File: config.mk
export PLATFORM = sky130hd
export DESIGN_NAME = bit_banged_two_wire_master_unit_flat
export DESIGN_NICKNAME = d
export VERILOG_FILES = /design/src/hw/rtl/btw_pkg.sv /design/src/hw/rtl/btw_in_if.sv /design/src/hw/rtl/btw_out_if.sv /design/src/hw/rtl/bit_banged_two_wire_master_unit.sv /design/src/flat_wrapper.sv
export SDC_FILE = /design/constraint.sdc
export NUM_CORES = 1
export LEC_CHECK = 0
export CORE_MARGIN = 5
export CORE_UTILIZATION = 35
export CTS_CLUSTER_DIAMETER = 120
export DETAILED_ROUTE_END_ITERATION = 12
export DONT_BUFFER_PORTS = 1
export GPL_TIMING_DRIVEN = 0
export SLEW_MARGIN = 15
export SYNTH_ARGS = -nofsm -noshare
export SYNTH_HDL_FRONTEND = slang
export SYNTH_SLANG_ARGS = --single-unit
export TNS_END_PERCENT = 10
File: constraint.sdc
create_clock -name clk -period 3.61 [get_ports clk]
set_input_delay 0.722 -clock clk [delete_from_list [all_inputs] [get_ports clk]]
set_output_delay 0.722 -clock clk [all_outputs]
set_load 0.02 [all_outputs]
File: src/hw/rtl/btw_pkg.sv
// ----------------------------------------------------------------------------
// btw_pkg: shared types and constants for the two-wire master
// Command codes, field widths and slot-sequence constants.
// ----------------------------------------------------------------------------
package btw_pkg;

  typedef enum logic [2:0] {
    CMD_NONE  = 3'd0,
    CMD_START = 3'd1,
    CMD_STOP  = 3'd2,
    CMD_WRITE = 3'd3,
    CMD_READ  = 3'd4
  } cmd_t;

  typedef logic [4:0] phase_t;
  typedef logic [1:0] sub_t;

  localparam logic [7:0] MSB_MASK      = 8'h80;
  localparam phase_t     WR_BITS_END   = 5'd24;
  localparam phase_t     WR_ACK_SCL_HI = 5'd25;
  localparam phase_t     RD_BITS_END   = 5'd16;
  localparam phase_t     RD_ACK_SCL_HI = 5'd17;
  localparam sub_t       SUB_LAST      = 2'd2;

endpackage

File: src/hw/rtl/btw_in_if.sv
// ----------------------------------------------------------------------------
// btw_in_if: command channel of the two-wire master
// Carries one slot word: command, write byte, master acknowledge, SDA sample.
// ----------------------------------------------------------------------------
interface btw_in_if;
  logic       valid;
  logic       ready;
  logic [2:0] cmd;
  logic [7:0] wr_byte;
  logic       master_ack;
  logic       sda_in;

  modport source (output valid, cmd, wr_byte, master_ack, sda_in, input ready);
  modport sink   (input valid, cmd, wr_byte, master_ack, sda_in, output ready);
endinterface

File: src/hw/rtl/btw_out_if.sv
// ----------------------------------------------------------------------------
// btw_out_if: result channel of the two-wire master
// Carries one slot word: line levels, status and the last read/ack results.
// ----------------------------------------------------------------------------
interface btw_out_if;
  logic       valid;
  logic       ready;
  logic       scl_release;
  logic       sda_release;
  logic       busy_res;
  logic       done_res;
  logic [7:0] rd_byte;
  logic       ack_seen;

  modport source (output valid, scl_release, sda_release, busy_res, done_res,
                  rd_byte, ack_seen, input ready);
  modport sink   (input valid, scl_release, sda_release, busy_res, done_res,
                  rd_byte, ack_seen, output ready);
endinterface

File: src/hw/rtl/bit_banged_two_wire_master_unit.sv
// ----------------------------------------------------------------------------
// bit_banged_two_wire_master_unit: open-drain two-wire master, slot engine
// Each accepted input word is one half-period slot; each gives one result.
// ----------------------------------------------------------------------------
// Usage:
//   in_ch carries one word per timing slot: a command (start, stop, write
//   byte, read byte or none), the byte to write, the acknowledge to give on
//   a read, and the SDA level seen during the previous slot. A command is
//   taken only while the engine is idle; one given while busy is dropped.
//   out_ch returns one word per input word: SCL and SDA release levels for
//   the next slot, busy and done flags, the last read byte and the last
//   write acknowledge.
//   The result of a word sits in the output register on the cycle after it
//   is accepted. One word is taken per cycle while the receiver keeps taking
//   results, set by the single state update between input and output register.
//   in_ch.ready is high while the output register is empty or being taken,
//   so a stalled receiver holds the result and stalls the input side.
//   Reset returns the engine to idle with both lines released, the read
//   byte and acknowledge flag at zero and the output register empty.
// ----------------------------------------------------------------------------
module bit_banged_two_wire_master_unit
  import btw_pkg::*;
(
  input  logic          clk,
  input  logic          rst_n,
  btw_in_if.sink        in_ch,
  btw_out_if.source     out_ch
);

  // engine state
  logic [2:0] active_cmd_r, active_cmd_nxt;
  phase_t     slot_phase_r, slot_phase_nxt;
  sub_t       sub_r, sub_nxt;
  logic [7:0] shift_r, shift_nxt;
  logic       scl_r, scl_nxt;
  logic       sda_r, sda_nxt;
  logic       ack_flag_r, ack_flag_nxt;
  logic       ack_to_send_r, ack_to_send_nxt;
  logic [7:0] last_rd_r, last_rd_nxt;

  // output register
  logic       out_valid_r;
  logic       out_scl_r, out_sda_r, out_busy_r, out_done_r, out_ack_r;
  logic [7:0] out_rd_r;

  // slot working values
  logic       accept;
  logic       launch;
  logic [2:0] cur_cmd;
  phase_t     phase;
  sub_t       sub;
  logic [7:0] shift_cur;
  logic       scl_slot, sda_slot, busy, last;

  assign in_ch.ready = !out_valid_r || out_ch.ready;
  assign accept      = in_ch.valid && in_ch.ready;

  // latch a new command only when idle and the code is a real one
  always_comb begin
    launch = (active_cmd_r == CMD_NONE) &&
             ((in_ch.cmd == CMD_START) || (in_ch.cmd == CMD_STOP) ||
              (in_ch.cmd == CMD_WRITE) || (in_ch.cmd == CMD_READ));
    cur_cmd         = launch ? in_ch.cmd : active_cmd_r;
    phase           = launch ? '0 : slot_phase_r;
    sub             = launch ? '0 : sub_r;
    shift_cur       = launch ? ((in_ch.cmd == CMD_WRITE) ? in_ch.wr_byte : 8'h00) : shift_r;
    ack_to_send_nxt = launch ? in_ch.master_ack : ack_to_send_r;
  end

  // run one slot of the active command
  always_comb begin
    scl_slot     = scl_r;
    sda_slot     = sda_r;
    shift_nxt    = shift_cur;
    ack_flag_nxt = ack_flag_r;
    last_rd_nxt  = last_rd_r;
    busy         = 1'b1;
    last         = 1'b0;
    unique case (cur_cmd)
      CMD_NONE: begin
        busy = 1'b0;
      end
      CMD_START: begin
        if (phase == 5'd0) begin
          sda_slot = 1'b1;
          scl_slot = 1'b1;
        end else if (phase == 5'd1) begin
          sda_slot = 1'b0;
        end else begin
          scl_slot = 1'b0;
          last     = 1'b1;
        end
      end
      CMD_STOP: begin
        if (phase == 5'd0) begin
          sda_slot = 1'b0;
        end else if (phase == 5'd1) begin
          scl_slot = 1'b1;
        end else begin
          sda_slot = 1'b1;
          last     = 1'b1;
        end
      end
      CMD_WRITE: begin
        if (phase < WR_BITS_END) begin
          if (sub == 2'd0) begin
            sda_slot  = |(shift_cur & MSB_MASK);
            shift_nxt = {shift_cur[6:0], 1'b0};
          end else if (sub == 2'd1) begin
            scl_slot = 1'b1;
          end else begin
            scl_slot = 1'b0;
          end
        end else if (phase == WR_BITS_END) begin
          sda_slot = 1'b1;
        end else if (phase == WR_ACK_SCL_HI) begin
          scl_slot = 1'b1;
        end else begin
          ack_flag_nxt = !in_ch.sda_in;
          scl_slot     = 1'b0;
          last         = 1'b1;
        end
      end
      CMD_READ: begin
        if (phase < RD_BITS_END) begin
          if (!phase[0]) begin
            if (phase == 5'd0) sda_slot = 1'b1;
            scl_slot = 1'b1;
          end else begin
            shift_nxt = {shift_cur[6:0], in_ch.sda_in};
            scl_slot  = 1'b0;
          end
        end else if (phase == RD_BITS_END) begin
          sda_slot = !ack_to_send_nxt;
        end else if (phase == RD_ACK_SCL_HI) begin
          scl_slot = 1'b1;
        end else begin
          scl_slot    = 1'b0;
          last_rd_nxt = shift_cur;
          last        = 1'b1;
        end
      end
      default: begin
        // unknown command: return to idle, keep the lines
        last = 1'b1;
      end
    endcase
  end

  // advance or finish the slot sequence
  always_comb begin
    active_cmd_nxt = cur_cmd;
    slot_phase_nxt = phase;
    sub_nxt        = sub;
    scl_nxt        = scl_slot;
    sda_nxt        = sda_slot;
    if (busy) begin
      if (last) begin
        active_cmd_nxt = CMD_NONE;
        slot_phase_nxt = '0;
        sub_nxt        = '0;
        if (cur_cmd == CMD_READ) sda_nxt = 1'b1;
      end else begin
        slot_phase_nxt = phase + 5'd1;
        sub_nxt        = (sub == SUB_LAST) ? 2'd0 : sub + 2'd1;
      end
    end
  end

  // update state on each accepted word
  always_ff @(posedge clk) begin
    if (!rst_n) begin
      active_cmd_r  <= CMD_NONE;
      slot_phase_r  <= '0;
      sub_r         <= '0;
      shift_r       <= '0;
      scl_r         <= 1'b1;
      sda_r         <= 1'b1;
      ack_flag_r    <= 1'b0;
      ack_to_send_r <= 1'b0;
      last_rd_r     <= '0;
    end else if (accept) begin
      active_cmd_r  <= active_cmd_nxt;
      slot_phase_r  <= slot_phase_nxt;
      sub_r         <= sub_nxt;
      shift_r       <= shift_nxt;
      scl_r         <= scl_nxt;
      sda_r         <= sda_nxt;
      ack_flag_r    <= ack_flag_nxt;
      ack_to_send_r <= ack_to_send_nxt;
      last_rd_r     <= last_rd_nxt;
    end
  end

  // hold the result word until taken
  always_ff @(posedge clk) begin
    if (!rst_n) begin
      out_valid_r <= 1'b0;
    end else if (accept) begin
      out_valid_r <= 1'b1;
    end else if (out_ch.ready) begin
      out_valid_r <= 1'b0;
    end
  end

  always_ff @(posedge clk) begin
    if (accept) begin
      out_scl_r  <= scl_slot;
      out_sda_r  <= sda_slot;
      out_busy_r <= busy;
      out_done_r <= busy && last;
      out_rd_r   <= last_rd_nxt;
      out_ack_r  <= ack_flag_nxt;
    end
  end

  assign out_ch.valid       = out_valid_r;
  assign out_ch.scl_release = out_scl_r;
  assign out_ch.sda_release = out_sda_r;
  assign out_ch.busy_res    = out_busy_r;
  assign out_ch.done_res    = out_done_r;
  assign out_ch.rd_byte     = out_rd_r;
  assign out_ch.ack_seen    = out_ack_r;

endmodule

File: src/flat_wrapper.sv
// flat-port wrapper written by rule: the top's interface ports become plain ports
module bit_banged_two_wire_master_unit_flat import btw_pkg::*;
  (clk, rst_n, in_ch_valid, in_ch_cmd, in_ch_wr_byte, in_ch_master_ack, in_ch_sda_in, in_ch_ready, out_ch_valid, out_ch_scl_release, out_ch_sda_release, out_ch_busy_res, out_ch_done_res, out_ch_rd_byte, out_ch_ack_seen, out_ch_ready);
  btw_in_if in_ch_i ();
  btw_out_if out_ch_i ();
  input  logic clk;
  input  logic rst_n;
  input wire logic [$bits(in_ch_i.valid)-1:0] in_ch_valid;
  input wire logic [$bits(in_ch_i.cmd)-1:0] in_ch_cmd;
  input wire logic [$bits(in_ch_i.wr_byte)-1:0] in_ch_wr_byte;
  input wire logic [$bits(in_ch_i.master_ack)-1:0] in_ch_master_ack;
  input wire logic [$bits(in_ch_i.sda_in)-1:0] in_ch_sda_in;
  output wire logic [$bits(in_ch_i.ready)-1:0] in_ch_ready;
  output wire logic [$bits(out_ch_i.valid)-1:0] out_ch_valid;
  output wire logic [$bits(out_ch_i.scl_release)-1:0] out_ch_scl_release;
  output wire logic [$bits(out_ch_i.sda_release)-1:0] out_ch_sda_release;
  output wire logic [$bits(out_ch_i.busy_res)-1:0] out_ch_busy_res;
  output wire logic [$bits(out_ch_i.done_res)-1:0] out_ch_done_res;
  output wire logic [$bits(out_ch_i.rd_byte)-1:0] out_ch_rd_byte;
  output wire logic [$bits(out_ch_i.ack_seen)-1:0] out_ch_ack_seen;
  input wire logic [$bits(out_ch_i.ready)-1:0] out_ch_ready;
  assign in_ch_i.valid = in_ch_valid;
  assign in_ch_i.cmd = in_ch_cmd;
  assign in_ch_i.wr_byte = in_ch_wr_byte;
  assign in_ch_i.master_ack = in_ch_master_ack;
  assign in_ch_i.sda_in = in_ch_sda_in;
  assign in_ch_ready = in_ch_i.ready;
  assign out_ch_valid = out_ch_i.valid;
  assign out_ch_scl_release = out_ch_i.scl_release;
  assign out_ch_sda_release = out_ch_i.sda_release;
  assign out_ch_busy_res = out_ch_i.busy_res;
  assign out_ch_done_res = out_ch_i.done_res;
  assign out_ch_rd_byte = out_ch_i.rd_byte;
  assign out_ch_ack_seen = out_ch_i.ack_seen;
  assign out_ch_i.ready = out_ch_ready;
  bit_banged_two_wire_master_unit u_core (.clk(clk), .rst_n(rst_n), .in_ch(in_ch_i), .out_ch(out_ch_i));
endmodule
==> results of run 1 <==
## final cells by class
type | instances | area (um2)
clock inverters | 2 | 12.5
clock buffers | 6 | 72.6
plain buffers | 24 | 116
flip-flops and latches | 44 | 1010
inverters | 6 | 22.5
multi-input cells | 227 | 1410
fillers | 725 | 4400
well taps | 99 | 124
## final timing paths
kind                     startpoint                endpoint  slack [ns]  cells after the start
max                    in_ch_cmd[1]  u_core.slot_phase_r[0]        0.17                     12
max reg2reg  u_core.active_cmd_r[0]  u_core.slot_phase_r[0]        0.19                     13
min reg2reg     u_core.last_rd_r[4]     u_core.last_rd_r[4]        0.47                      2
min             u_core.last_rd_r[4]     u_core.last_rd_r[4]        0.47                      2
## where the power goes
| part | total (mW) | internal (mW) | switching (mW) |
|---|---|---|---|
| Combinational | 0.201 | 0.0709 | 0.130 |
| Clock | 0.319 | 0.136 | 0.183 |
| Sequential | 0.559 | 0.532 | 0.0269 |
| Total | 1.08 | 0.738 | 0.340 |
## critical path, delay by kind of cell
family,cells,cell delay [ns]
compound gates,4,1.19
fa+ha+maj,1,0.23
simple gates,5,1.01
buf+inv,2,0.48
## through the flow
stage                     hold slack [ns]   util  cells
after floorplan                     0.437      -    302
after global placement              0.446  0.374    401
after detailed placement            0.457  0.374    401
after CTS                           0.471  0.386    409
after global routing                0.492  0.386    408
final                               0.469  0.386    408
## placed cells by master, fill, tap and decap left out, drive strengths merged, types with 5 or more instances in the layout
cell,n
nand4,5
a21oi,36
o21ai,22
nor2,23
clkbuf,25
nand2,28
and2,8
mux2i,6
nand3,7
a211o,8
and3,13
inv,6
buf,5
a31o,7
a21boi,9
dfxtp,31
edfxtp,13
## per-layer routing
metal,track usage,part of all wire
met5,0,0
met4,0.0652,0.022
met3,0.0284,0.073
met2,0.250,0.44
met1,0.216,0.46
## cell families (layout without fill, tap and decap cells)
| logic type | after synthesis | count (layout) | synth area share |
|---|---|---|---|
| xor+xnor | 1 | 1 | 0.00343 |
| mux | 10 | 10 | 0.0411 |
| simple gates | 105 | 105 | 0.220 |
| compound gates | 109 | 109 | 0.276 |
| flops | 44 | 44 | 0.395 |
| fa+ha+maj | 2 | 2 | 0.00978 |
| buf+inv | 31 | 38 | 0.0543 |
## sequential cells by signal (all words and copies together) (netlist names)
signal                     cells
u_core.ack_flag_r              1
u_core.ack_to_send_r           1
u_core.out_ch.busy_res         1
u_core.last_rd_r               8
u_core.out_ch.sda_release      1
u_core.out_ch.rd_byte          8
u_core.shift_r                 8
u_core.out_ch.scl_release      1
u_core.slot_phase_r            5
u_core.active_cmd_r            3
u_core.out_ch.done_res         1
u_core.sda_r                   1
u_core.sub_r                   2
u_core.out_ch.valid            1
u_core.out_ch.ack_seen         1
u_core.scl_r                   1
## timing repair
action                                  in CTS  in global routing
buffers inserted                             0                  0
resized for setup                            0                  3
hold endpoints to repair                     0                  0
endpoints found under the setup margin       0                 21
==> out/results.txt, run 1 <==
Status: complete, no violations
Post-synth top area cell: dfxtp_1
Die outline height: 95.5 um
Most frequent CP cell: nand2_1
Pwr dens: 389 mW/mm2
Detailed Route WL: 7090 um
Setup WS post-layout: 0.174 ns
Max Freq: 291 MHz
Post-Syn Area: 0.00256 mm2
Post-DP HPWL: 5120 um
Initial Util: 0.356
Die footprint: 0.00912 mm2
Slowest-stage cell, CP: a21oi_1
DR pass1 iterations: 4
Hold crit path type: flop to flop
Placed inst area: 0.00268 mm2
Synth Net Count: 321
Dominant cell by count in the synthesized netlist: a21oi_1
Largest cells by area after synthesis: dfxtp_1, edfxtp_1, a21oi_1
Async S/R FF share, synth: 0
Crit path capture type: flop
Avg Inst Size Synth: 8.47 um2
Unrepaired setup endpoints after global routing: false
CP Cell Sequence: or3_4 -> nand3_1 -> clkbuf_4 -> buf_2 -> nand2_1 -> ha_1 -> o21bai_1 -> nand2_1 -> o2111ai_1 -> a21oi_1 -> nor2_1 -> a32o_1
Final min period: 3.44 ns
Core area: 0.00718 mm2
Startpoint Class: primary input
Layout cell share with drive strength beyond 1: 0.0874
Post-Route Skew: 0.00672 ns
CTS tree: done
Cells after synthesis: 302
Crit path DAT: 3.64 ns
Initial antenna violation count: 0
All-layer global routing usage: 0.159
YS warnings: 0
Post-synthesis cell type count: 54
Total Neg Setup Slack: 0 ns
Nets: 327
P_leak: 1.03 nW
Routability cong.: 0.905
Most used DFF post-synth: dfxtp_1
Max_cap viols: 0
CP Class: primary input to flop
Final instance area: 0.00277 mm2
Worst Tran Pin Value: 0.625 ns
Vias: 2303
Synth top cells by count: a21oi_1, dfxtp_1, nand2_1
First-pass GRT wire length: 11200 um
DR WL/cell: 17.4 um
Peak supply drop: 0.167 mV
Final setup violation count: 0
Final Cycle Share: 0.952
Pre-CTS setup slack: -0.166 ns
Max Slew Vio Count: 0
Number of synthesized flops with an enable pin: 13
Tot Pwr: 1.08 mW
# port buffers: 0
FP Rows: 31
Io pins: 32
Vias per cell: 5.64
P&R area growth vs syn: 8.37%
Cts hold-fix bufs: 0
Final hold violation count: 0
Critical-path maximum fanout: 10
# clock sinks: 44
Root Buffer: clkbuf_8
Clock transition at the registers of the reported paths: 0.09 ns
Vias in the first global route: 2253
Area share of the largest cell type after synthesis: 0.243
Remaining DRCs: 0
Synth Register Bits: 44
Clk_lat worst skew: 0.31 ns
Die X: 95.5 um
Sequential area share after synthesis: 0.395
Gr ovfl total: 0
CP peak stage delay: 0.57 ns
TritonCTS Buffers: 5
N_diodes: 0
H-tree depth: 2
Max_slew headroom: 0.583
Critical Path RT: 3.82 ns
Max Buffers Root-to-Sink: 2
Largest net degree at the start of global routing: 23
Post-DRT Antenna Nets: 0
1st-iter DRT viols: 203
Power figures use the tool's default switching activity.
==> run 2, diff against run 1 <==
--- a/config.mk
+++ b/config.mk
@@ -6,11 +6,12 @@
 export NUM_CORES = 1
 export LEC_CHECK = 0
 export CORE_MARGIN = 5
-export CORE_UTILIZATION = 35
+export CORE_UTILIZATION = 54
 export CTS_CLUSTER_DIAMETER = 120
 export DETAILED_ROUTE_END_ITERATION = 12
 export DONT_BUFFER_PORTS = 1
 export GPL_TIMING_DRIVEN = 0
+export PLACE_DENSITY = 0.69
 export SLEW_MARGIN = 15
 export SYNTH_ARGS = -nofsm -noshare
 export SYNTH_HDL_FRONTEND = slang
==> out/results.txt, run 2 (synthesis results as in run 1) <==
Status: complete, no violations
TritonCTS Buffers: 5
Clock share of power: 0.330
Max_slew headroom: 0.610
Switching power: 324 uW
CTS tree: done
Max Freq: 296 MHz
Most frequent cells in the layout: a21oi_1, dfxtp_1, nand2_1
Most frequent CP cell: buf_2
Io pins: 32
N_diodes: 0
Die outline height: 78.8 um
Slowest-stage cell, CP: a21oi_1
Max Buffers Root-to-Sink: 2
FP Rows: 25
Max_cap viols: 0
Max Slew Vio Count: 0
Post-DRT Antenna Nets: 0
Detailed Route WL: 6700 um
Hold path depth: 2
R2r endpoint: u_core.slot_phase_r[0]
First-pass GRT wire length: 10900 um
Vias per cell: 6.52
Commonest non-fill, non-tap cell in the layout: a21oi_1
# clock sinks: 44
FF-to-FF Start: u_core.active_cmd_r[0]
Final instance area: 0.00273 mm2
1st-iter DRT viols: 236
Die footprint: 0.00621 mm2
Fill count: 418
CP Cell Sequence: clkbuf_1 -> nor3_1 -> nand3_1 -> buf_2 -> buf_2 -> and2_1 -> ha_1 -> o21bai_1 -> nand2_1 -> o2111ai_1 -> a21oi_1 -> nor2_1 -> a32o_1
Initial Util: 0.549
CP peak stage delay: 0.52 ns
Hold Crit Start: u_core.shift_r[5]
Largest net degree at the start of global routing: 23
Final Cycle Share: 0.936
Clk_lat worst skew: 0.30 ns
Root Buffer: clkbuf_8
Final core occ: 0.586
All-layer global routing usage: 0.222
Vias in the first global route: 2168
Tot Pwr: 1.13 mW
# port buffers: 0
Crit path DAT: 3.57 ns
Final hold violation count: 0
Final min period: 3.38 ns
Seq pwr share: 0.493
H-tree depth: 2
Switch share: 0.287
Worst Tran Pin Value: 0.585 ns
Final setup violation count: 0
CP Class: flop to flop
Peak supply drop: 0.255 mV
Inst Count DP: 356
Crit path capture type: flop
Clock transition at the registers of the reported paths: 0.08 ns
CP Buf/Inv Count: 3
Initial antenna violation count: 0
Combinational Power Share: 0.177
Remaining DRCs: 0
Worst reg2reg setup slack: 0.23 ns
P_leak: 1.04 nW
Setup WS post-layout: 0.232 ns
Hold path endpoint: u_core.shift_r[5]
Pre-CTS setup slack: -0.158 ns
Core area: 0.00466 mm2
Total Neg Setup Slack: 0 ns
Post-DP HPWL: 4680 um
Vias: 2368
Post-Layout Cell Count: 363
Gr ovfl total: 0
Nets: 327
DR WL/cell: 18.5 um
Routability cong.: 0.872
DR pass1 iterations: 5
Post-Route Skew: 0.00878 ns
Unrepaired setup endpoints after global routing: false
Layout cell share with drive strength beyond 1: 0.0841
Post-CTS setup buffers: 0
WHS: 0.467 ns
Critical-path maximum fanout: 10
Family with the most delay on the worst path: compound AO/OA/AOI/OAI gates
Critical Path Start: u_core.active_cmd_r[0]
Placed inst area: 0.00263 mm2
Worst r2r path cells: 13
P&R area growth vs syn: 6.85%
Hold crit path type: flop to flop
Critical Path RT: 3.81 ns
P_int: 807 uW
Pwr dens: 414 mW/mm2
Startpoint Class: flop
Die X: 78.8 um
-- run 2: changes by cell type in the layout (fill, tap and decap cells not counted) --
cell and delta:
bufinv_16 +1, clkinvlp_4 -1, nor3_1 +1, nor3_2 -1, o21ai_0 +1, o21ai_1 -1
-- run 2: routing by layer --
metal | vias up | wire, um | global-route usage
met5 | - | 0 | 0
met4 | 0 | 146 | 0.0704
met3 | 20 | 524 | 0.0510
met2 | 110 | 2820 | 0.329
met1 | 1111 | 3210 | 0.318
li1 | 1127 | - | -
-- run 2: what timing repair did --
action | CTS | global route
setup endpoints to repair | 0 | 15
hold buffers | 0 | 0
resized for setup | 0 | 1
-- run 2: how the worst max path moves through the flow --
stage / end / slack (ns) / cells after the start
finish: u_core.slot_phase_r[0] / 0.23 / 13
floorplan: u_core.last_rd_r[0] / 0.42 / 14
global route: u_core.last_rd_r[2] / 0.04 / 14
global placement: u_core.last_rd_r[3] / -0.08 / 14
detailed placement: u_core.last_rd_r[0] / -0.16 / 14
CTS: u_core.last_rd_r[0] / 0.14 / 15
-- run 2: power by group through the flow --
stage | registers, mW | clock network, mW | logic, mW
floorplan | 0.565 | 0 | 0.148
global placement | 0.570 | 0 | 0.194
detailed placement | 0.569 | 0 | 0.195
CTS | 0.558 | 0.380 | 0.196
global route | 0.561 | 0.405 | 0.217
finish | 0.558 | 0.373 | 0.200
-- run 2: cell type report --
type	instances	area, um2	share of cell area
clock inverter	2	35.0	0.0128
inverter	6	22.5	0.00824
buffer	24	116	0.0426
multi-input combinational	227	1410	0.515
clock buffer	6	72.6	0.0266
sequential	44	1010	0.370
tap	54	67.6	0.0247
-- run 2: tightest hold or removal path, delay by kind of cell (launching register included) --
family          cells  cell delay (ns)
compound gates      1             0.05
simple gates        1             0.06
flops               1             0.32
